===== src/design/assert_macros.svh =====
// assertion macros shared by the filter modules
// no dependencies; included by the modules that check their own logic
`ifndef ASSERT_MACROS_SVH
`define ASSERT_MACROS_SVH

`ifndef SYNTHESIS
`define CRF_ASSERT(lbl, clk, rst_n, prop, msg) \
  lbl: assert property (@(posedge clk) disable iff (!rst_n) prop) else $error(msg);
`define CRF_NEVER(lbl, clk, rst_n, expr, msg) \
  lbl: assert property (@(posedge clk) disable iff (!rst_n) !(expr)) else $error(msg);
`else
`define CRF_ASSERT(lbl, clk, rst_n, prop, msg)
`define CRF_NEVER(lbl, clk, rst_n, expr, msg)
`endif

`endif


===== src/design/crf_queue.sv =====
// small register fifo between front and back end
// no package dependencies beyond the shared assertion macros
`include "assert_macros.svh"

module crf_queue #(
  parameter int DATA_W = 8,
  parameter int DEPTH  = 2
) (
  input  logic              clk,
  input  logic              rst_n,
  input  logic              push,
  input  logic [DATA_W-1:0] wdata,
  output logic              full,
  input  logic              pop,
  output logic [DATA_W-1:0] rdata,
  output logic              valid
);

  localparam int PTR_W = (DEPTH > 1) ? $clog2(DEPTH) : 1;
  localparam int CNT_W = $clog2(DEPTH + 1);

  logic [DATA_W-1:0] store_r [DEPTH];
  logic [PTR_W-1:0]  wptr_r;
  logic [PTR_W-1:0]  rptr_r;
  logic [CNT_W-1:0]  count_r;

  assign full  = count_r == CNT_W'(DEPTH);
  assign valid = count_r != '0;
  assign rdata = store_r[rptr_r];

  always_ff @(posedge clk) begin
    if (!rst_n) begin
      wptr_r  <= '0;
      rptr_r  <= '0;
      count_r <= '0;
    end else begin
      if (push) begin
        wptr_r <= (wptr_r == PTR_W'(DEPTH - 1)) ? '0 : wptr_r + PTR_W'(1);
      end
      if (pop) begin
        rptr_r <= (rptr_r == PTR_W'(DEPTH - 1)) ? '0 : rptr_r + PTR_W'(1);
      end
      if (push && !pop) begin
        count_r <= count_r + CNT_W'(1);
      end else if (pop && !push) begin
        count_r <= count_r - CNT_W'(1);
      end
    end
  end

  always_ff @(posedge clk) begin
    if (push) begin
      store_r[wptr_r] <= wdata;
    end
  end

  `CRF_NEVER(a_no_overflow, clk, rst_n, push && full, "push into full queue")
  `CRF_NEVER(a_no_underflow, clk, rst_n, pop && !valid, "pop from empty queue")

endmodule


===== config.mk =====
export PLATFORM = sky130hd
export DESIGN_NAME = crf_queue
export DESIGN_NICKNAME = d
export VERILOG_FILES = /design/src/design/crf_queue.sv
export VERILOG_INCLUDE_DIRS = /design/src /design/src/design
export SDC_FILE = /design/constraint.sdc
export NUM_CORES = 1
export LEC_CHECK = 0
export BUFFER_PORTS_ARGS = -buffer_cell sky130_fd_sc_hd__buf_4
export CORE_MARGIN = 4
export CORE_UTILIZATION = 25
export DETAILED_ROUTE_END_ITERATION = 8
export GPL_TIMING_DRIVEN = 0
export SLEW_MARGIN = 20
export SYNTH_ARGS = -nofsm -noshare
export SYNTH_HDL_FRONTEND = slang
export SYNTH_SLANG_ARGS = --single-unit

===== constraint.sdc =====
create_clock -name clk -period 2.1 [get_ports clk]
set_input_delay 0.105 -clock clk [delete_from_list [all_inputs] [get_ports clk]]
set_output_delay 0.105 -clock clk [all_outputs]
set_load 0.02 [all_outputs]

==> flow_summary.ini, run 1 <==
[status]
status = finished clean

[yosys]
syn_area_per_cell_sq_um = 17.0
yosysUniqueCellTypes = 16
synth.area.top_cells = edfxtp_1 60%, dfxtp_1 13%, mux2_2 11%
synth_seq_cells = 21
synth_area_sq_um = 797
yosysTopAreaCell = edfxtp_1
synthMuxAreaShare_pct = 11.3
synth_top_area_share_pct = 60.3
synth_cells = 47
synth_top_family_by_area = multiplexers
synth-simple-area-share_pct = 7.38
synth_nets = 60
synthAdderAreaFrac_pct = 1.57
synthXorXnorAreaFrac_pct = 3.30
ys_seq_area_share_pct = 72.8
synth-compound-area-share_pct = 2.51
yosys_warnings = 0

[placed_design]
port_buffers = 21
place_congestion = 0.649
dp_slack_ns = 0.764
dpl_cell_area_sq_um = 1010
dp_hpwl_microns = 952

[worst_setup_path]
path_class = flop to primary output
arrival_ns = 1.35
critPathLaunchType = flop
reg2reg_depth = 1
ff2ff_setup_slack_ns = 0.79
end_kind = primary output
r2r-start = wptr_r
crit_fanout = 8
r2r-end = store_r[0][5]
crit_required_ns = 2.00

[route]
drc = 0
routedWlPerCell_microns = 10.7
viasPerCell = 3.75
num_vias = 465
ant_nets = 0
totalWireLength_microns = 1320
dr.pass1.iters = 2
drtIter0Drc = 11

[final_layout]
final_area_sq_um = 1120
syn_to_final_growth_pct = 40.2
drive_gt1_share_pct = 45.0
final_common_cell = buf_4
mostFrequentLayoutCells = 21 x buf_4, 16 x edfxtp_1, 8 x mux2_2, 8 x dlygate4sd3_1, 5 x dfxtp_1
fin_nets = 94
diodes = 0

[timing]
fmax_mhz = 687
slew_headroom_pct = 47.0
fin_setup_tns_ns = 0
period_minus_slack_ns = 1.45
rsz0062_at_grt = no
fin_ws_ns = 0.645
tightest_slew_ns = 0.793
setup_viol = 0
slew_viol_final = 0
final-hold-violation-count = 0
fin_crit_sh_pct = 69.3
clock_skew_ns = 0.00242

[power]
p_per_area_nw_per_um2 = 744
ir_worst_vdd_mv = 0.174
p_leak_nw = 0.439

[floorplan]
rows = 20
core_area_sq_um = 3050
ios = 22
start_util_pct = 26.1
die_h_microns = 64.5
dieArea_sq_um = 4160
die_w_microns = 64.5

[job]
maxCapViolCount = 0

[grt]
first_global_vias = 495
grt_max_degree = 13
grt_pass1_wl_microns = 2150
antenna_found_initial = 0
gr-total-overflow = 0
grt_use_total_pct = 7.21

[clock_network]
htreeDepth = 1
post-cts-setup-buffers = 0
root_buffer = clkbuf_4
numCtsBuffers = 3
clock_latency_ns = 0.29
cts_tree = done
clk_pin_slew_worst_paths_ns = 0.11
cts.path.max_buffers = 2
clock_sinks = 21

[min_path]
min_path_type = input pin to flop
hold_end = wptr_r
holdPathStages = 2
hold_start = rst_n
timing repair:
item / in CTS / in global routing
endpoints found under the hold margin: 16 / 0
gates resized for setup: 0 / 0
hold buffers: 8 / 0
worst max path at each step:
stage,from,endpoint,depth (start not counted)
6_report,flop,rdata[2],3
5_1_grt,flop,rdata[0],3
4_1_cts,flop,rdata[2],3
3_5_place_dp,wptr_r,store_r[0][7],1
3_3_place_gp,wptr_r,store_r[0][1],1
2_1_floorplan,wptr_r,store_r[0][0],1
registers in the layout, summed over array words and instances, names as in the netlist, named ones only:
signal,count
wptr_r,1
store_r,16
rptr_r,1
count_r,2
synthesized netlist by cell type:
cell and instances:
edfxtp_1 16, mux2_2 8, dfxtp_1 5, and2_1 4
nor2b_1 2, xor2_1 2, a21boi_1 1, and2b_2 1
buf_2 1, ha_1 1, inv_1 1, o21a_1 1
o21ai_0 1, or2_2 1, or3_1 1, xnor2_1 1
logic make-up after synthesis:
family	Yosys count
xor gates and xnor gates	3
buffers and inverters	2
AOI/OAI and AO/OA	3
adders and majority gates	1
muxes	8
DFF	21
and+or+nand+nor	9
final cells by class:
| class | instances | area [sq um] |
|---|---|---|
| Fill cell | 314 | 1940 |
| Inverter | 1 | 3.75 |
| Multi-Input combinational cell | 24 | 208 |
| Tap cell | 44 | 55.1 |
| Timing Repair Buffer | 29 | 238 |
| Buffer | 1 | 5.00 |
| Sequential cell | 21 | 581 |
| Clock inverter | 1 | 5.00 |
| Clock buffer | 3 | 22.5 |
routing by layer:
metal | wire (microns) | global-route usage (%) | vias up
li1 | - | - | 235
met1 | 560 | 7.98 | 214
met2 | 671 | 11.1 | 14
met3 | 81 | 3.29 | 2
met4 | 8 | 4.75 | 0
met5 | 0 | 0 | -
per-stage QoR:
step           hold slack (ns)  power (W)  std cells  utilization, %
2_1_floorplan            0.204   0.000584         47               -
3_3_place_gp             0.291   0.000645        112            33.1
3_5_place_dp             0.294   0.000649        112            33.1
4_1_cts                 0.0259   0.000849        124            36.6
5_1_grt                 0.0272   0.000878        124            36.6
6_report                0.0372   0.000832        124            36.6
worst max-delay path, cell delays in order (launching register included):
cell     delay [ns]
dfxtp_1        0.32
buf_2          0.22
mux2_2         0.36
buf_4          0.16
report_power, final:
group / switching [W] / leakage [nW] / internal (W) / total [W]
Clock: 0.000112 / 0.0177 / 0.0000708 / 0.000183
Sequential: 0.0000105 / 0.192 / 0.000475 / 0.000486
Combinational: 0.0000744 / 0.230 / 0.0000883 / 0.000163
Total: 0.000197 / 0.439 / 0.000635 / 0.000832
Note: power is estimated with default switching activity, not from simulation.
==> run 2: changes to the inputs <==
clock period = 1.2 ns   (was 2.1 ns; I/O delays follow)
==> run 2 against run 1 <==
  * Register-to-register slack lost 0.68 ns
  * Sequential cell count unchanged
  * Clock-buffer cell count unchanged
  * Critical path depth did not move
  * Clock skew increased by 0.0010 ns
  * Largest power group unchanged
  * Via count increased by 2.2%
  * Total power up 83%
  * Hold slack gained 0.050 ns
  * Critical path type unchanged
  * The run now ends with setup timing left
  * Critical endpoint is now rdata[0]
  * Clock power rose by 79%
==> flow_summary.ini, run 2 (synthesis results as in run 1) <==
[clock_network]
clock_latency_ns = 0.29
cts.path.max_buffers = 2
root_buffer = clkbuf_4
htreeDepth = 1
numCtsBuffers = 3
cts_tree = done
clock_sinks = 21
clk_pin_slew_worst_paths_ns = 0.11

[route]
num_vias = 475
routedWlPerCell_microns = 11.3
drc = 0
viasPerCell = 3.80
ant_nets = 0
drtIter0Drc = 9
dr.pass1.iters = 4
totalWireLength_microns = 1410

[floorplan]
ios = 22
start_util_pct = 26.1
dieArea_sq_um = 4160
rows = 20
die_h_microns = 64.5
die_w_microns = 64.5
core_area_sq_um = 3050

[power]
p_per_area_nw_per_um2 = 1270
net-switching-power_w = 0.000366
power_frac_comb_pct = 22.2
p_sw_share_pct = 24.1
internal-power_w = 0.00115
pwr-share-seq_pct = 56.2
clockPowerShare_pct = 21.6
ir_worst_vdd_mv = 0.300
total_power_w = 0.00152
p_leak_nw = 0.487

[final_layout]
drive_gt1_share_pct = 46.9
multi_input_area_sq_um = 240
ff_latch_area_sq_um = 582
mostFrequentLayoutCells = 16 x edfxtp_1, 13 x buf_4, 9 x dlygate4sd3_1
fill_cells = 301
utilization_pct = 39.3
syn_to_final_growth_pct = 50.7
final_area_sq_um = 1200
reg.largest.list = store_r x16, count_r x2
largest_reg_flops = 16
fin_nets = 95
top_register = store_r
final_common_cell = edfxtp_1
diodes = 0

[timing]
fin_ws_ns = -0.0919
clock_skew_ns = 0.00343
setup_viol = 8
slew_viol_final = 0
tightest_slew_ns = 0.476
period_minus_slack_ns = 1.29
holdWs_ns = 0.0867
fin_crit_sh_pct = 108
rsz0062_at_grt = yes
fmax_mhz = 774
final-hold-violation-count = 0
slew_headroom_pct = 68.2

[worst_setup_path]
arrival_ns = 1.23
r2r-end = store_r[0][7]
critPathLaunchType = flop
path_class = flop to primary output
ff2ff_setup_slack_ns = 0.11
reg2reg_depth = 1
crit_fanout = 8
end_kind = primary output
crit_required_ns = 1.14
r2r-start = wptr_r

[grt]
grt_use_total_pct = 7.69
grt_max_degree = 13
grt_pass1_wl_microns = 2300
gr-total-overflow = 0
first_global_vias = 502
antenna_found_initial = 0

[min_path]
hold_start = push
hold_end = wptr_r
min_path_type = input pin to flop
holdPathStages = 3

[placed_design]
port_buffers = 21
dp_hpwl_microns = 952
place_congestion = 0.649
dpl_cell_area_sq_um = 1010
dp_slack_ns = -0.136

[status]
status = finished with violations
violations = setup timing

[job]
maxCapViolCount = 0
run 2: changes by cell type in the layout (fill, tap and decap cells not counted):
cell,change
buf_4,-8
buf_6,+8
mux2_2,-8
mux2_4,+8
buf_2,-1
buf_8,+1
dfxtp_1,-1
dfxtp_2,+1
dlygate4sd3_1,+1
nor2b_1,-1
nor2b_2,+1
run 2: area by class of cell:
type	count	share of cell area, %
repair buffers	30	23.1
clock inverters	1	0.417
clock buffers	3	1.88
inverters	1	0.313
multi-input cells	24	20.0
flip-flops and latches	21	48.4
plain buffers	1	1.25
well taps	44	4.58
run 2: worst max-delay path by stage:
stage,startpoint,to,slack [ns]
after floorplan,wptr_r,store_r[0][0],0.1
after global placement,wptr_r,store_r[0][1],-0.13
after detailed placement,wptr_r,store_r[0][7],-0.14
after CTS,flop,rdata[2],-0.13
after global routing,flop,rdata[0],-0.15
final,flop,rdata[0],-0.09
run 2: per-layer routing:
| layer | part of all wire [%] | track usage, % |
|---|---|---|
| met3 | 5.7 | 3.12 |
| met5 | 0 | 0 |
| met2 | 53 | 12.4 |
| met1 | 40 | 8.42 |
| met4 | 0.85 | 4.75 |
run 2: worst max-delay path: stages (launching register included):
cell and delay (ns):
dfxtp_2 0.35, buf_8 0.14, mux2_4 0.31, buf_6 0.13
run 2: power groups by stage:
stage / Sequential (W) / Combinational, W / Clock, W
global route: 0.000861 / 0.000363 / 0.000374
floorplan: 0.000862 / 0.000159 / 0
finish: 0.000855 / 0.000337 / 0.000328
CTS: 0.000853 / 0.000320 / 0.000344
global placement: 0.000864 / 0.000264 / 0
detailed placement: 0.000868 / 0.000268 / 0
run 2: per-stage QoR:
stage                     TNS, ns  std cells
after CTS                  -0.975        125
after detailed placement    -1.12        112
after global routing        -1.13        125
final                      -0.725        125
after floorplan                 0         47
after global placement      -1.03        112
run 2: timing repair:
item	4_1_cts	5_1_grt
setup buffers	0	0
hold buffers	9	0
resized for setup	12	9
endpoints found under the setup margin	17	8
hold endpoints to repair	20	0
