**src/design/assert_macros.svh**
```systemverilog
// assertion macros shared by the filter modules
// no dependencies; included by the modules that check their own logic
`ifndef ASSERT_MACROS_SVH
`define ASSERT_MACROS_SVH

`ifndef SYNTHESIS
`define CRF_ASSERT(lbl, clk, rst_n, prop, msg) \
  lbl: assert property (@(posedge clk) disable iff (!rst_n) prop) else $error(msg);
`define CRF_NEVER(lbl, clk, rst_n, expr, msg) \
  lbl: assert property (@(posedge clk) disable iff (!rst_n) !(expr)) else $error(msg);
`else
`define CRF_ASSERT(lbl, clk, rst_n, prop, msg)
`define CRF_NEVER(lbl, clk, rst_n, expr, msg)
`endif

`endif

```
**src/design/crf_pkg.sv**
```systemverilog
// shared types, constants and arithmetic helpers of the recursive filter
// no dependencies; used by every module of the block except crf_queue
package crf_pkg;

  localparam int MAX_LINE_DEF     = 2048;
  localparam int FILTER_ORDER_DEF = 3;
  localparam int TAPS             = 3;
  localparam int SAMPLE_W         = 32;
  localparam int WGT_W            = 18;
  localparam int FRAC_W           = 16;
  localparam int PROD_W           = 34;
  localparam int ACC_W            = 36;
  localparam int WIDTH_W          = 12;
  localparam int HEIGHT_W         = 16;
  localparam int ADDR_W           = 5;
  localparam int DATA_W           = 32;
  localparam int QDEPTH           = 2;

  localparam logic [2:0] REG_WX1    = 3'd0;
  localparam logic [2:0] REG_WX2    = 3'd1;
  localparam logic [2:0] REG_WX3    = 3'd2;
  localparam logic [2:0] REG_WY1    = 3'd3;
  localparam logic [2:0] REG_WY2    = 3'd4;
  localparam logic [2:0] REG_WY3    = 3'd5;
  localparam logic [2:0] REG_WIDTH  = 3'd6;
  localparam logic [2:0] REG_HEIGHT = 3'd7;

  localparam logic [WGT_W-1:0]    W1_RST     = 18'd8192;
  localparam logic [WGT_W-1:0]    W2_RST     = 18'd4096;
  localparam logic [WGT_W-1:0]    W3_RST     = 18'd2048;
  localparam logic [WIDTH_W-1:0]  WIDTH_RST  = 12'd2048;
  localparam logic [HEIGHT_W-1:0] HEIGHT_RST = 16'd1024;

  typedef struct packed {
    logic [TAPS-1:0][WGT_W-1:0] wx;
    logic [TAPS-1:0][WGT_W-1:0] wy;
    logic [WIDTH_W-1:0]         width;
    logic [HEIGHT_W-1:0]        height;
  } crf_cfg_t;

  typedef struct packed {
    logic [SAMPLE_W-1:0] pixel;
    logic [TAPS-1:0]     xmask;
    logic [TAPS-1:0]     ymask;
    logic                last;
  } crf_item_t;

  // q1.16 weight times q15.16 sample, rounded half up to q17.16
  function automatic logic signed [PROD_W-1:0] mul_round(
    input logic signed [WGT_W-1:0]    w,
    input logic signed [SAMPLE_W-1:0] s
  );
    logic signed [WGT_W+SAMPLE_W:0] p;
    p = (WGT_W+SAMPLE_W+1)'(w) * (WGT_W+SAMPLE_W+1)'(s);
    p = p + (WGT_W+SAMPLE_W+1)'(1 << (FRAC_W-1));
    return p[WGT_W+SAMPLE_W-1:FRAC_W];
  endfunction

  function automatic logic [SAMPLE_W-1:0] sat32(input logic signed [ACC_W-1:0] a);
    logic [ACC_W-SAMPLE_W:0] top;
    top = a[ACC_W-1:SAMPLE_W-1];
    if ((&top) || !(|top)) begin
      return a[SAMPLE_W-1:0];
    end else if (a[ACC_W-1]) begin
      return {1'b1, {(SAMPLE_W-1){1'b0}}};
    end else begin
      return {1'b0, {(SAMPLE_W-1){1'b1}}};
    end
  endfunction

endpackage

```
**src/design/crf_front.sv**
```systemverilog
// front end: takes input items, tracks raster position, marks active taps
// depends on crf_pkg for the config and item structs
`include "assert_macros.svh"

module crf_front #(
  parameter int MAX_LINE     = crf_pkg::MAX_LINE_DEF,
  parameter int FILTER_ORDER = crf_pkg::FILTER_ORDER_DEF,
  parameter int COL_W        = $clog2(MAX_LINE)
) (
  input  logic                          clk,
  input  logic                          rst_n,
  input  crf_pkg::crf_cfg_t             cfg,
  input  logic                          in_tvalid,
  output logic                          in_tready,
  input  logic [crf_pkg::SAMPLE_W-1:0]  in_tdata,
  input  logic                          q_full,
  output logic                          q_push,
  output crf_pkg::crf_item_t            q_item,
  output logic [COL_W-1:0]              q_col
);

  localparam int LEN_W = ($clog2(MAX_LINE + 1) > crf_pkg::WIDTH_W) ?
                         $clog2(MAX_LINE + 1) : crf_pkg::WIDTH_W;

  logic [COL_W-1:0]             col_r;
  logic [crf_pkg::HEIGHT_W-1:0] row_r;
  logic [LEN_W-1:0]             w_cfg;
  logic [LEN_W-1:0]             w_eff;
  logic [LEN_W-1:0]             col_inc;
  logic [crf_pkg::HEIGHT_W-1:0] h_eff;
  logic [crf_pkg::HEIGHT_W:0]   row_inc;
  logic                         row_end;
  logic                         frame_end;

  assign in_tready = !q_full;
  assign q_push    = in_tvalid && !q_full;

  always_comb begin
    w_cfg = LEN_W'(cfg.width);
    if (w_cfg == '0) begin
      w_eff = LEN_W'(1);
    end else if (w_cfg > LEN_W'(MAX_LINE)) begin
      w_eff = LEN_W'(MAX_LINE);
    end else begin
      w_eff = w_cfg;
    end
    h_eff     = (cfg.height == '0) ? crf_pkg::HEIGHT_W'(1) : cfg.height;
    col_inc   = LEN_W'(col_r) + LEN_W'(1);
    row_inc   = {1'b0, row_r} + (crf_pkg::HEIGHT_W+1)'(1);
    row_end   = col_inc >= w_eff;
    frame_end = row_end && (row_inc >= {1'b0, h_eff});
  end

  always_comb begin
    q_item.pixel = in_tdata;
    q_item.last  = frame_end;
    for (int k = 0; k < crf_pkg::TAPS; k++) begin
      q_item.xmask[k] = (k < FILTER_ORDER) && (col_r > COL_W'(k));
      q_item.ymask[k] = (k < FILTER_ORDER) && (row_r > crf_pkg::HEIGHT_W'(k));
    end
  end

  assign q_col = col_r;

  always_ff @(posedge clk) begin
    if (!rst_n) begin
      col_r <= '0;
      row_r <= '0;
    end else if (q_push) begin
      if (row_end) begin
        col_r <= '0;
        row_r <= frame_end ? '0 : row_inc[crf_pkg::HEIGHT_W-1:0];
      end else begin
        col_r <= col_inc[COL_W-1:0];
      end
    end
  end

  `CRF_ASSERT(a_col_range, clk, rst_n, int'(col_r) < MAX_LINE, "column out of range")
  `CRF_ASSERT(a_frame_wrap, clk, rst_n, (q_push && q_item.last) |=> (col_r == '0 && row_r == '0), "no wrap at frame end")

endmodule

```
**config.mk**
```make
export PLATFORM = sky130hd
export DESIGN_NAME = crf_front
export DESIGN_NICKNAME = d
export VERILOG_FILES = /design/src/design/crf_pkg.sv /design/src/design/crf_front.sv
export VERILOG_INCLUDE_DIRS = /design/src /design/src/design
export SDC_FILE = /design/constraint.sdc
export NUM_CORES = 1
export LEC_CHECK = 0
export BUFFER_PORTS_ARGS = -buffer_cell sky130_fd_sc_hd__buf_2
export CORE_AREA = 2 2 87 89
export CTS_BUF_LIST = sky130_fd_sc_hd__clkbuf_8
export CTS_CLUSTER_SIZE = 24
export DETAILED_ROUTE_END_ITERATION = 7
export DIE_AREA = 0 0 89 91
export PLACE_DENSITY = 0.81
export SLEW_MARGIN = 20
export SYNTH_ARGS = -nofsm -noshare
export SYNTH_HDL_FRONTEND = slang
export SYNTH_SLANG_ARGS = --single-unit
```
**constraint.sdc**
```tcl
create_clock -name clk -period 4.45 [get_ports clk]
set_clock_uncertainty 0.2 [all_clocks]
set_input_delay 0.2225 -clock clk [delete_from_list [all_inputs] [get_ports clk]]
set_output_delay 0.2225 -clock clk [all_outputs]
set_load 0.05 [all_outputs]
```
==> metrics.csv <==
stage,metric,value,unit
yosys,ys.flop_type,dfxtp_1,
sta,period_share,0.9099,
route,drc,0,
sta,post-route-min-period,4.049,ns
setup_path,rrSetupSlack,0.45,ns
yosys,syn_inst,368,
cts,clockRootBuffer,clkbuf_8,
sta,timing.hold.ws,0.2184,ns
cts,cts_tree,built,
cts,clkSinkCount,27,
power_and_ir_drop,leakagePower,0.001432,uW
grt,grt.total_usage,0.1735,
setup_path,worst-path-max-fanout,16,
grt,grt_pass1_vias,2463,
job,cap_violations,0,
route,wl_per_cell,14.58,um
grt,top_usage_layer,met2,
power_and_ir_drop,power,486.4,uW
status,run_status,"complete, no violations",
cells_and_area,drive_gt1_frac,0.1857,
sta,fmax,247.0,MHz
yosys,synth_seq_cells,27,
route,final_antenna_net_count,0,
setup_path,cp-end-kind,output port,
yosys,synth_nets,576,
cells_and_area,fin_area,2963,um^2
setup_path,worstPathArrival,3.63,ns
sta,slew_headroom,0.5309,
route,drtIter0Drc,138,
route,first_pass_iters,4,
cts,cts-buffers-inserted,3,
yosys,synth_cell_type_count,59,
placed_design,dp_hpwl,5398,um
placed_design,portBuffers,51,
floorplanning,fp.dieArea,8099,um^2
hold_path,hold_class,primary input to register,
route,via_count,2641,
cells_and_area,stdcell_count,476,
cts,cts.clk_slew.worst_paths,0.10,ns
cts,clock_latency,0.28,ns
floorplanning,die_h,91,um
yosys,syn_avg_cell_area,7.738,um^2
sta,finalMaxSlewViolations,0,
floorplanning,start_util,0.3990,
hold_path,whs_path_depth,3,
cells_and_area,layout.nets,586,
grt,grt_first_pass_wirelength,11470,um
setup_path,reg2regPathDepth,13,
floorplanning,num_rows,31,
yosys,yosysMostFrequentCell,nand2_1,
yosys,synth_compound_area_frac,0.1661,
yosys,synthMuxAreaShare,0.003954,
yosys,synth-simple-area-share,0.2562,
placed_design,gp_congestion,0.8846,
cts,clockBufferDepth,2,
setup_path,worstReg2RegStart,q_col[0],
grt,met2_usage,0.2711,
grt,antenna_found_initial,0,
grt,overflow,0,
yosys,synth_top_cell_area_share,0.1898,
hold_path,hold-path-endpoint,row_r[15],
power_and_ir_drop,power_density,164.2,nW/um^2
grt,grt_use_met1,0.2324,
yosys,yosysTopAreaCell,dfxtp_1,
yosys,synth.top_cells.by_area,"dfxtp_1, ha_1, buf_4, nand2_1, a21oi_1",
hold_path,worstHoldStart,rst_n,
setup_path,worstSetupStartpointType,register,
yosys,synth_xor_area_frac,0.07601,
floorplanning,io_pins,224,
yosys,syn_area,2848,um^2
setup_path,r2r-end,row_r[8],
yosys,ys_warn_count,0,
cts,postCtsSetupBuffers,0,
yosys,ys_top_cells_by_count,"nand2_1, ha_1, buf_4",
cells_and_area,area_growth,4.042,%
power_and_ir_drop,peakVddDrop,0.1174,mV
yosys,async_flop_share,0,
yosys,synthAdderAreaFrac,0.1582,
floorplanning,core-area,7137,um^2
grt,grtUsageMet3,0.04636,
route,via_per_inst,5.548,
yosys,yosysSeqAreaShare,0.1898,
yosys,synth_top_family_by_area,simple AND/OR/NAND/NOR gates,
sta,finalSetupViolCount,0,
grt,grt_max_degree,26,
placed_design,dp.cells,472,
yosys,synth_edf_count,0,
sta,fin_setup_tns,0,ns
cells_and_area,num_antenna_cells,0,
cts,htreeDepth,1,
sta,hold_violations,0,
floorplanning,dieWidth,89,um
cells_and_area,fill_cells,715,
setup_path,criticalPathCategory,register to output port,
route,wirelength,6939,um
sta,rsz0062_at_grt,no,
placed_design,placed_cell_area,2913,um^2
setup_path,cp.required,4.03,ns
sta,worst_pin_slew,0.7036,ns
-- flip-flops by register name, summed over array words and instances, names as in the netlist --
| register | flops |
|---|---|
| row_r | 16 |
| q_col | 11 |
-- layout by cell type (no fill, tap or decap), types with 6 or more instances in the layout --
| cell type | netlist | routed |
|---|---|---|
| buf_2 | 5 | 51 |
| nand2_1 | 43 | 43 |
| ha_1 | 36 | 36 |
| inv_1 | 29 | 29 |
| dfxtp_1 | 27 | 27 |
| a21oi_1 | 22 | 22 |
| nand3_1 | 20 | 20 |
| nor2_1 | 16 | 16 |
| xnor2_1 | 11 | 11 |
| nor4_1 | 11 | 11 |
| nand4_1 | 10 | 10 |
| xor2_1 | 10 | 10 |
| o21ai_0 | 9 | 9 |
| and3_1 | 9 | 9 |
| or3_1 | 6 | 6 |
| o22ai_1 | 6 | 6 |
-- how the worst max path moves through the flow --
| stage | cells past startpoint | slack (ns) | to | start |
|---|---|---|---|---|
| floorplan | 13 | 0.68 | row_r[8] | q_col[1] |
| finish | 12 | 0.40 | q_item[0] | row_r[0] |
| detailed placement | 13 | 0.54 | row_r[8] | q_col[0] |
| CTS | 11 | 0.33 | q_item[0] | row_r[0] |
| global placement | 13 | 0.64 | row_r[4] | q_col[0] |
| global route | 13 | 0.12 | row_r[8] | q_col[1] |
-- worst max-delay path: stages (launching register included) --
cell and delay (ns):
dfxtp_1 0.51, ha_1 0.30, nand2_1 0.09, nor4_1 0.52
nand4_1 0.18, xnor2_1 0.19, ha_1 0.31, nand3_1 0.09
nor2_1 0.16, o311ai_1 0.12, and4_2 0.36, a21oi_1 0.20
buf_2 0.29
-- kinds of logic after synthesis --
| family | Yosys count |
|---|---|
| XOR/XNOR | 23 |
| multiplexers | 1 |
| flip-flops | 27 |
| buffers and inverters | 76 |
| adder cells (fa/ha/maj) | 36 |
| AND/OR/NAND/NOR | 136 |
| AO/OA/AOI/OAI | 69 |
-- stage by stage --
step	utilization	setup slack (ns)
2_1_floorplan	-	0.6814
3_3_place_gp	0.4081	0.6396
3_5_place_dp	0.4081	0.5394
4_1_cts	0.4150	0.3278
5_1_grt	0.4151	0.1212
6_report	0.4151	0.4008
-- what timing repair did --
| action | in CTS | in global routing |
|---|---|---|
| hold buffers | 0 | 0 |
| endpoints found under the setup margin | 0 | 1 |
| resized for setup | 0 | 1 |
-- final cells by class --
type	count	area, um^2	area share
flip-flops and latches	27	540.5	0.1824
clock buffers	3	41.29	0.01394
repair buffers	51	255.2	0.08615
clock inverters	1	7.507	0.002534
multi-input cells	265	1882	0.6351
well taps	99	123.9	0.04181
inverters	30	112.6	0.03801
-- layer usage --
metal,part of all wire,wire (um)
met1,0.44,3048
met2,0.45,3150
met3,0.090,627
met4,0.016,114
met5,0,0
-- power breakdown --
group / switching (uW) / total, uW / leakage, uW / internal (uW)
clock: 86.3 / 150 / 0.0000217 / 63.9
sequential: 2.76 / 245 / 0.000218 / 243
combinational: 59.7 / 90.8 / 0.00119 / 31.1
No activity file was read; power rests on OpenSTA's default activity.
