==> config.mk <==
export PLATFORM = sky130hd
export DESIGN_NAME = crf_regs
export DESIGN_NICKNAME = d
export VERILOG_FILES = /design/src/design/assert_macros.svh /design/src/design/crf_pkg.sv /design/src/design/crf_regs.sv
export SDC_FILE = /design/constraint.sdc
export NUM_CORES = 1
export LEC_CHECK = 0
export ABC_AREA = 1
export CORE_ASPECT_RATIO = 2
export CORE_UTILIZATION = 30
export CTS_BUF_LIST = sky130_fd_sc_hd__clkbuf_16
export CTS_CLUSTER_DIAMETER = 80
export DETAILED_ROUTE_END_ITERATION = 10
export DONT_BUFFER_PORTS = 1
export GPL_ROUTABILITY_DRIVEN = 0
export PLACE_DENSITY = 0.47
export SETUP_SLACK_MARGIN = 0.5
export SYNTH_ARGS = -nofsm -noshare
export SYNTH_HDL_FRONTEND = slang
export SYNTH_SLANG_ARGS = --single-unit
==> constraint.sdc <==
create_clock -name clk -period 1.7 [get_ports clk]
set_input_delay 0.255 -clock clk [delete_from_list [all_inputs] [get_ports clk]]
set_output_delay 0.255 -clock clk [all_outputs]
set_load 0.01 [all_outputs]
==> src/design/assert_macros.svh <==
// assertion macros shared by the filter modules
// no dependencies; included by the modules that check their own logic
`ifndef ASSERT_MACROS_SVH
`define ASSERT_MACROS_SVH

`ifndef SYNTHESIS
`define CRF_ASSERT(lbl, clk, rst_n, prop, msg) \
  lbl: assert property (@(posedge clk) disable iff (!rst_n) prop) else $error(msg);
`define CRF_NEVER(lbl, clk, rst_n, expr, msg) \
  lbl: assert property (@(posedge clk) disable iff (!rst_n) !(expr)) else $error(msg);
`else
`define CRF_ASSERT(lbl, clk, rst_n, prop, msg)
`define CRF_NEVER(lbl, clk, rst_n, expr, msg)
`endif

`endif

==> src/design/crf_pkg.sv <==
// shared types, constants and arithmetic helpers of the recursive filter
// no dependencies; used by every module of the block except crf_queue
package crf_pkg;

  localparam int MAX_LINE_DEF     = 2048;
  localparam int FILTER_ORDER_DEF = 3;
  localparam int TAPS             = 3;
  localparam int SAMPLE_W         = 32;
  localparam int WGT_W            = 18;
  localparam int FRAC_W           = 16;
  localparam int PROD_W           = 34;
  localparam int ACC_W            = 36;
  localparam int WIDTH_W          = 12;
  localparam int HEIGHT_W         = 16;
  localparam int ADDR_W           = 5;
  localparam int DATA_W           = 32;
  localparam int QDEPTH           = 2;

  localparam logic [2:0] REG_WX1    = 3'd0;
  localparam logic [2:0] REG_WX2    = 3'd1;
  localparam logic [2:0] REG_WX3    = 3'd2;
  localparam logic [2:0] REG_WY1    = 3'd3;
  localparam logic [2:0] REG_WY2    = 3'd4;
  localparam logic [2:0] REG_WY3    = 3'd5;
  localparam logic [2:0] REG_WIDTH  = 3'd6;
  localparam logic [2:0] REG_HEIGHT = 3'd7;

  localparam logic [WGT_W-1:0]    W1_RST     = 18'd8192;
  localparam logic [WGT_W-1:0]    W2_RST     = 18'd4096;
  localparam logic [WGT_W-1:0]    W3_RST     = 18'd2048;
  localparam logic [WIDTH_W-1:0]  WIDTH_RST  = 12'd2048;
  localparam logic [HEIGHT_W-1:0] HEIGHT_RST = 16'd1024;

  typedef struct packed {
    logic [TAPS-1:0][WGT_W-1:0] wx;
    logic [TAPS-1:0][WGT_W-1:0] wy;
    logic [WIDTH_W-1:0]         width;
    logic [HEIGHT_W-1:0]        height;
  } crf_cfg_t;

  typedef struct packed {
    logic [SAMPLE_W-1:0] pixel;
    logic [TAPS-1:0]     xmask;
    logic [TAPS-1:0]     ymask;
    logic                last;
  } crf_item_t;

  // q1.16 weight times q15.16 sample, rounded half up to q17.16
  function automatic logic signed [PROD_W-1:0] mul_round(
    input logic signed [WGT_W-1:0]    w,
    input logic signed [SAMPLE_W-1:0] s
  );
    logic signed [WGT_W+SAMPLE_W:0] p;
    p = (WGT_W+SAMPLE_W+1)'(w) * (WGT_W+SAMPLE_W+1)'(s);
    p = p + (WGT_W+SAMPLE_W+1)'(1 << (FRAC_W-1));
    return p[WGT_W+SAMPLE_W-1:FRAC_W];
  endfunction

  function automatic logic [SAMPLE_W-1:0] sat32(input logic signed [ACC_W-1:0] a);
    logic [ACC_W-SAMPLE_W:0] top;
    top = a[ACC_W-1:SAMPLE_W-1];
    if ((&top) || !(|top)) begin
      return a[SAMPLE_W-1:0];
    end else if (a[ACC_W-1]) begin
      return {1'b1, {(SAMPLE_W-1){1'b0}}};
    end else begin
      return {1'b0, {(SAMPLE_W-1){1'b1}}};
    end
  endfunction

endpackage

==> src/design/crf_regs.sv <==
// configuration register file behind the apb-style port
// depends on crf_pkg for the register codes, reset values and config struct
module crf_regs (
  input  logic                           clk,
  input  logic                           rst_n,
  input  logic                           psel,
  input  logic                           penable,
  input  logic                           pwrite,
  input  logic [crf_pkg::ADDR_W-1:0]     paddr,
  input  logic [crf_pkg::DATA_W-1:0]     pwdata,
  output logic [crf_pkg::DATA_W-1:0]     prdata,
  output logic                           pready,
  output crf_pkg::crf_cfg_t              cfg
);

  logic [crf_pkg::TAPS-1:0][crf_pkg::WGT_W-1:0] wx_r;
  logic [crf_pkg::TAPS-1:0][crf_pkg::WGT_W-1:0] wy_r;
  logic [crf_pkg::WIDTH_W-1:0]                  width_r;
  logic [crf_pkg::HEIGHT_W-1:0]                 height_r;
  logic [2:0]                                   idx;
  logic                                         wr;

  assign idx    = paddr[crf_pkg::ADDR_W-1:2];
  assign wr     = psel && penable && pwrite;
  assign pready = 1'b1;

  always_ff @(posedge clk) begin
    if (!rst_n) begin
      wx_r     <= {crf_pkg::W3_RST, crf_pkg::W2_RST, crf_pkg::W1_RST};
      wy_r     <= {crf_pkg::W3_RST, crf_pkg::W2_RST, crf_pkg::W1_RST};
      width_r  <= crf_pkg::WIDTH_RST;
      height_r <= crf_pkg::HEIGHT_RST;
    end else if (wr) begin
      unique case (idx)
        crf_pkg::REG_WX1:    wx_r[0]  <= pwdata[crf_pkg::WGT_W-1:0];
        crf_pkg::REG_WX2:    wx_r[1]  <= pwdata[crf_pkg::WGT_W-1:0];
        crf_pkg::REG_WX3:    wx_r[2]  <= pwdata[crf_pkg::WGT_W-1:0];
        crf_pkg::REG_WY1:    wy_r[0]  <= pwdata[crf_pkg::WGT_W-1:0];
        crf_pkg::REG_WY2:    wy_r[1]  <= pwdata[crf_pkg::WGT_W-1:0];
        crf_pkg::REG_WY3:    wy_r[2]  <= pwdata[crf_pkg::WGT_W-1:0];
        crf_pkg::REG_WIDTH:  width_r  <= pwdata[crf_pkg::WIDTH_W-1:0];
        crf_pkg::REG_HEIGHT: height_r <= pwdata[crf_pkg::HEIGHT_W-1:0];
        default: ;
      endcase
    end
  end

  always_comb begin
    unique case (idx)
      crf_pkg::REG_WX1:    prdata = crf_pkg::DATA_W'(wx_r[0]);
      crf_pkg::REG_WX2:    prdata = crf_pkg::DATA_W'(wx_r[1]);
      crf_pkg::REG_WX3:    prdata = crf_pkg::DATA_W'(wx_r[2]);
      crf_pkg::REG_WY1:    prdata = crf_pkg::DATA_W'(wy_r[0]);
      crf_pkg::REG_WY2:    prdata = crf_pkg::DATA_W'(wy_r[1]);
      crf_pkg::REG_WY3:    prdata = crf_pkg::DATA_W'(wy_r[2]);
      crf_pkg::REG_WIDTH:  prdata = crf_pkg::DATA_W'(width_r);
      crf_pkg::REG_HEIGHT: prdata = crf_pkg::DATA_W'(height_r);
      default:             prdata = '0;
    endcase
  end

  assign cfg.wx     = wx_r;
  assign cfg.wy     = wy_r;
  assign cfg.width  = width_r;
  assign cfg.height = height_r;

endmodule

==> impl_metrics.tcl, run 1 <==
set metrics [dict create \
    status "finished, violations left" \
    violations "hold timing" \
    seqPwrFrac 0.449 \
    clk_latency_ns 0.43 \
    synthFlopType "dfxtp_1" \
    max_cap_violations 0 \
    yosys.area_share.simple 0.371 \
    ys_top_cells_by_count "nor2_1, dfxtp_1, o21ai_0, nand2_1, nand4_1" \
    fmax_ghz 0.660 \
    worst-path-stages 4 \
    die_x_um 105 \
    crit_path_cell_trace "nand4_1 -> nand2_2 -> nor2_4 -> nand3_4" \
    synth_compound_area_frac 0.104 \
    finalCritPeriodShare 0.891 \
    required_ns 1.44 \
    yosysTopAreaCell "dfxtp_1" \
    min_path_type "input port to flip-flop" \
    drv_slew 0 \
    synth_edf_count 0 \
    hold_depth 2 \
    cts_hold_buf 18 \
    netlist_instances 926 \
    syn_to_final_growth_pct 23.4 \
    synth_top_family_by_area "simple AND/OR/NAND/NOR gates" \
    initial_core_util 0.308 \
    design_area_um2 7800 \
    path_class "flip-flop to output port" \
    ff2ff_path_depth 2 \
    cp.arrival_ns 1.26 \
    vias_per_cell 5.09 \
    dpl.hpwl_mm 17.7 \
    hold_viol 31 \
    clock_path_buffers 2 \
    p_per_area_nw_per_um2 938 \
    drt_wl_total_mm 25.9 \
    pwr-share-comb 0.056 \
    drt_iter0_markers 344 \
    ys_seq_elements 136 \
    dr.pass1.iters 5 \
    via_count 6060 \
    cp.buffers_inverters 0 \
    ctsRootBufferMaster "clkbuf_16" \
    timing.final.crit_period_ns 1.52 \
    slowest_stage "dfxtp_2" \
    slowest_delay_ns 0.35 \
    holdCritStartpoint "rst_n" \
    ant_nets 0 \
    cts_tree "done" \
    row_count 74 \
    maxSlewHeadroom 0.593 \
    cp-end-kind "output port" \
    antenna_found_initial 2 \
    ys_types 25 \
    die_area_um2 21700 \
    fin_nets 953 \
    cp_max_fo 3 \
    die_h_um 207 \
    r2r-start "cfg[89]$_SDFFE_PN0P_" \
    synth_area_leaders "dfxtp_1, nor2_1, o21ai_0" \
    grt_pass1_vias 5728 \
    numCtsBuffers 17 \
    drive_gt1_frac 0.281 \
    port_buffers 0 \
    yosysMostFrequentCell "nor2_1" \
    cp-start-kind "flip-flop" \
    worst_slack_ns 0.185 \
    min_to "cfg[28]$_SDFFE_PN0P_" \
    grt_setup_unrepaired "yes" \
    p_leak_nw 3.40 \
    grt-ovfl-total 0 \
    ir_drop_uv 644 \
    track_usage 0.240 \
    synth-xor-area-share 0 \
    synth_adder_area_share 0 \
    synthesis.area_um2 6330 \
    whs_ns -0.0482 \
    placed_cell_area_um2 6470 \
    worst_pin_slew_ns 0.608 \
    crit_family "simple AND/OR/NAND/NOR gates" \
    reg2reg_setup_slack_ns 0.97 \
    swShare 0.252 \
    fp.coreArea_um2 20600 \
    fill_cells 2201 \
    p_int_mw 5.47 \
    num_io_pins 211 \
    yosysSeqAreaShare 0.430 \
    drc 0 \
    synth.top_cell.area_share 0.430 \
    synthMuxAreaShare 0 \
    cts_htree_levels 4 \
    ys_warn_count 0 \
    async_flop_share 0 \
    fin_worst_skew_ns 0 \
    grt_pass1_wl_mm 38.4 \
    clock_sinks 136 \
    fin_cells 1191 \
    place_inst 1136 \
    wire_per_inst_um 21.7 \
    setup_viol 0 \
    dp_slack_ns 0.0568 \
    clkPwrFrac 0.496 \
    setup_tns_ns 0 \
    r2r-end "cfg[89]$_SDFFE_PN0P_" \
    clkTransAtPathRegs_ns 0.06 \
    grt_max_degree 137 \
    p_switching_mw 1.85 \
    syn_area_per_cell_um2 6.83 \
]
-- per-stage QoR --
| step | power [mW] | util | hold slack, ns |
|---|---|---|---|
| floorplan | 3.71 | - | 0.368 |
| global placement | 3.63 | 0.315 | 0.359 |
| detailed placement | 3.63 | 0.315 | 0.368 |
| CTS | 7.37 | 0.371 | -0.0910 |
| global route | 7.54 | 0.380 | -0.0772 |
| finish | 7.32 | 0.380 | -0.0482 |
-- routing by layer --
| metal | wire [um] | share of wire | vias up | GRT usage |
|---|---|---|---|---|
| met2 | 13700 | 0.53 | 228 | 0.426 |
| li1 | - | - | 2950 | - |
| met5 | 0 | 0 | - | 0 |
| met3 | 1920 | 0.074 | 35 | 0.0688 |
| met1 | 9530 | 0.37 | 2847 | 0.258 |
| met4 | 763 | 0.029 | 0 | 0.114 |
-- worst register-to-register path: stages, from the launching register on --
cell and delay [ns]:
dfxtp_1 0.46, o21ai_0 0.13, nor2_1 0.08
-- cell families (layout without fill, tap and decap cells) --
family / Yosys count / after routing
buf+inv: 124 / 108
flops: 136 / 136
other cells: 2 / 17
compound gates: 131 / 131
simple gates: 533 / 533
-- cell usage in the layout (no fill, tap or decap), drive strengths merged --
cell and n:
o211ai 1, nand4 60, nand3 49, nor2 323, clkinvlp 4, dfxtp 136
bufinv 2, inv 37, o21ai 130, dlygate4sd3 18, clkbuf 17, diode 2
clkinv 9, conb 15, nand2 101, buf 21
-- worst max path at each step --
stage / startpoint / end / slack [ns]
6_report: cfg[35]$_SDFFE_PN0P_ / prdata[7] / 0.18
5_1_grt: cfg[37]$_SDFFE_PN0P_ / prdata[9] / 0.14
4_1_cts: cfg[37]$_SDFFE_PN0P_ / prdata[9] / 0.15
3_5_place_dp: paddr[3] / prdata[11] / 0.06
3_3_place_gp: paddr[3] / prdata[11] / 0.09
2_1_floorplan: paddr[2] / prdata[0] / 0.45
-- power by group through the flow --
stage,clock network [mW],registers (mW),logic [mW]
2_1_floorplan,0,3.34,0.361
3_3_place_gp,0,3.37,0.262
3_5_place_dp,0,3.37,0.263
4_1_cts,3.68,3.29,0.397
5_1_grt,3.81,3.29,0.438
6_report,3.63,3.28,0.406
-- sequential cells by signal (all words and copies together), names as in the netlist --
| name | flops |
|---|---|
| cfg | 108 |
| height_r | 16 |
| width_r | 12 |
-- repair_timing --
action	in CTS	in global routing
pin swaps	31	38
setup buffers	4	0
setup endpoints to repair	18	18
resized for setup	149	67
endpoints found under the hold margin	136	66
-- cell type report --
| class | count | area [um2] | share of cell area |
|---|---|---|---|
| Clock buffer | 17 | 425 | 0.0545 |
| Timing Repair Buffer | 39 | 400 | 0.0513 |
| Clock inverter | 14 | 135 | 0.0173 |
| Antenna cell | 2 | 5.00 | 0.000641 |
| Inverter | 38 | 165 | 0.0212 |
| Sequential cell | 136 | 2880 | 0.369 |
| Tap cell | 266 | 333 | 0.0426 |
| Multi-Input combinational cell | 679 | 3460 | 0.443 |
(Power assumes the default switching activity.)
==> inputs of run 2 (changes only) <==
- BUFFER_PORTS_ARGS: default -> -buffer_cell sky130_fd_sc_hd__buf_2
- DONT_BUFFER_PORTS: 1 -> default
- PLACE_DENSITY: 0.47 -> 0.55
==> run 2 against run 1 <==
The flow now finishes without violations. Via count increased by 17%. Maximum frequency decreased by 3.3%. Sequential share of layout area decreased by 6.9 points. Routed wire length increased by 2.3%. Critical path depth increased by 1. Global-route usage increased by 0.062 points. Register-to-register slack got worse by 0.20 ns. Non-clock buffer count increased by 235. Clock-buffer cell count unchanged. Clock skew unchanged. Critical path type unchanged.
==> impl_metrics.tcl, run 2 (synthesis gave the netlist of run 1 again) <==
set metrics [dict create \
    status "finished, final reports clean" \
    pwr-share-comb 0.091 \
    fin_worst_skew_ns 0 \
    grt_max_degree 45 \
    cp.arrival_ns 1.31 \
    dr.pass1.iters 6 \
    path_class "flip-flop to output port" \
    cts_tree "done" \
    required_ns 1.44 \
    wire_per_inst_um 18.6 \
    die_x_um 105 \
    worst_slack_ns 0.132 \
    grt_pass1_vias 6899 \
    syn_to_final_growth_pct 51.7 \
    row_count 74 \
    drv_slew 0 \
    cts_htree_levels 4 \
    track_usage 0.240 \
    swShare 0.258 \
    clock_path_buffers 2 \
    die_area_um2 21700 \
    whs_ns 0.168 \
    p_switching_mw 2.01 \
    ant_nets 0 \
    drive_gt1_frac 0.453 \
    ctsRootBufferMaster "clkbuf_16" \
    clkTransAtPathRegs_ns 0.06 \
    cp_max_fo 2 \
    drc 0 \
    cp-start-kind "flip-flop" \
    die_h_um 207 \
    setup_tns_ns 0 \
    reg2reg_setup_slack_ns 0.77 \
    p_leak_nw 4.70 \
    largest_reg_flops 108 \
    fp.coreArea_um2 20600 \
    setup_viol 0 \
    drt_iter0_markers 403 \
    antenna_found_initial 1 \
    fin_nets 1188 \
    final_cell_mix "nor2_1, o21ai_0, buf_2" \
    clkPwrFrac 0.491 \
    max_cap_violations 0 \
    seqPwrFrac 0.419 \
    clock_sinks 136 \
    dpl.hpwl_mm 18.5 \
    fmax_ghz 0.638 \
    ir_drop_uv 479 \
    clk_latency_ns 0.42 \
    drt_wl_total_mm 26.5 \
    p_int_mw 5.79 \
    timing.final.crit_period_ns 1.57 \
    num_io_pins 211 \
    hold_viol 0 \
    numCtsBuffers 17 \
    via_count 7083 \
    min_path_type "input port to flip-flop" \
    port_buffers 179 \
    grt_setup_unrepaired "yes" \
    cp-end-kind "output port" \
    fin_total_pwr_mw 7.80 \
    vias_per_cell 4.97 \
    finalCritPeriodShare 0.922 \
    mostFrequentLayoutCell "nor2_1" \
    grt_pass1_wl_mm 39.5 \
    dp_slack_ns -0.0225 \
    grt-ovfl-total 0 \
    final_util 0.467 \
    initial_core_util 0.308 \
    p_per_area_nw_per_um2 812 \
]
-- run 2: critical path, cell delays in order (launching register included) --
cell and delay, ns:
dfxtp_2 0.32, nand4_1 0.10, nand2_2 0.09, nor2_4 0.12, nand3_2 0.11, buf_6 0.14
-- run 2: per-stage QoR --
step           area [um2]  instances
6_report             9600       1426
5_1_grt              9600       1426
4_1_cts              9200       1399
3_5_place_dp         7660       1339
3_3_place_gp         7660       1339
2_1_floorplan        6540        939
-- run 2: layout make-up --
class / count / area, um2
repair buffers: 274 / 2250
inverters: 38 / 174
flip-flops and latches: 136 / 2890
multi-input cells: 679 / 3360
clock inverters: 15 / 176
fillers: 2089 / 11000
clock buffers: 17 / 425
well taps: 266 / 333
diodes: 1 / 2.50
-- run 2: power by group through the flow --
stage	Sequential (mW)	Combinational, mW	Clock [mW]
after floorplan	3.34	0.361	0
after global placement	3.34	0.597	0
after detailed placement	3.34	0.600	0
after CTS	3.27	0.677	3.88
after global routing	3.27	0.750	4.00
final	3.26	0.707	3.83
-- run 2: repair_timing --
| item | in CTS | in global routing |
|---|---|---|
| gates cloned | 1 | 0 |
| resized for setup | 229 | 82 |
| hold buffers | 0 | 0 |
| setup endpoints to repair | 116 | 86 |
| buffers inserted | 27 | 26 |
| pin swaps | 66 | 66 |
-- run 2: metal layers --
layer / vias to the layer above / track usage / routed length, um
li1: 3421 / - / -
met1: 3305 / 0.260 / 10000
met2: 289 / 0.431 / 13700
met3: 68 / 0.0311 / 1240
met4: 0 / 0.161 / 1550
met5: - / 0 / 0
-- run 2: path summary, 6_finish.rpt --
check,cells past startpoint,from,endpoint
max,5,cfg[33]$_SDFFE_PN0P_,prdata[5]
min,3,pwdata[16],cfg[116]$_SDFFE_PN0P_
max reg2reg,5,cfg[28]$_SDFFE_PN0P_,cfg[28]$_SDFFE_PN0P_
min reg2reg,2,cfg[112]$_SDFFE_PN1P_,cfg[112]$_SDFFE_PN1P_
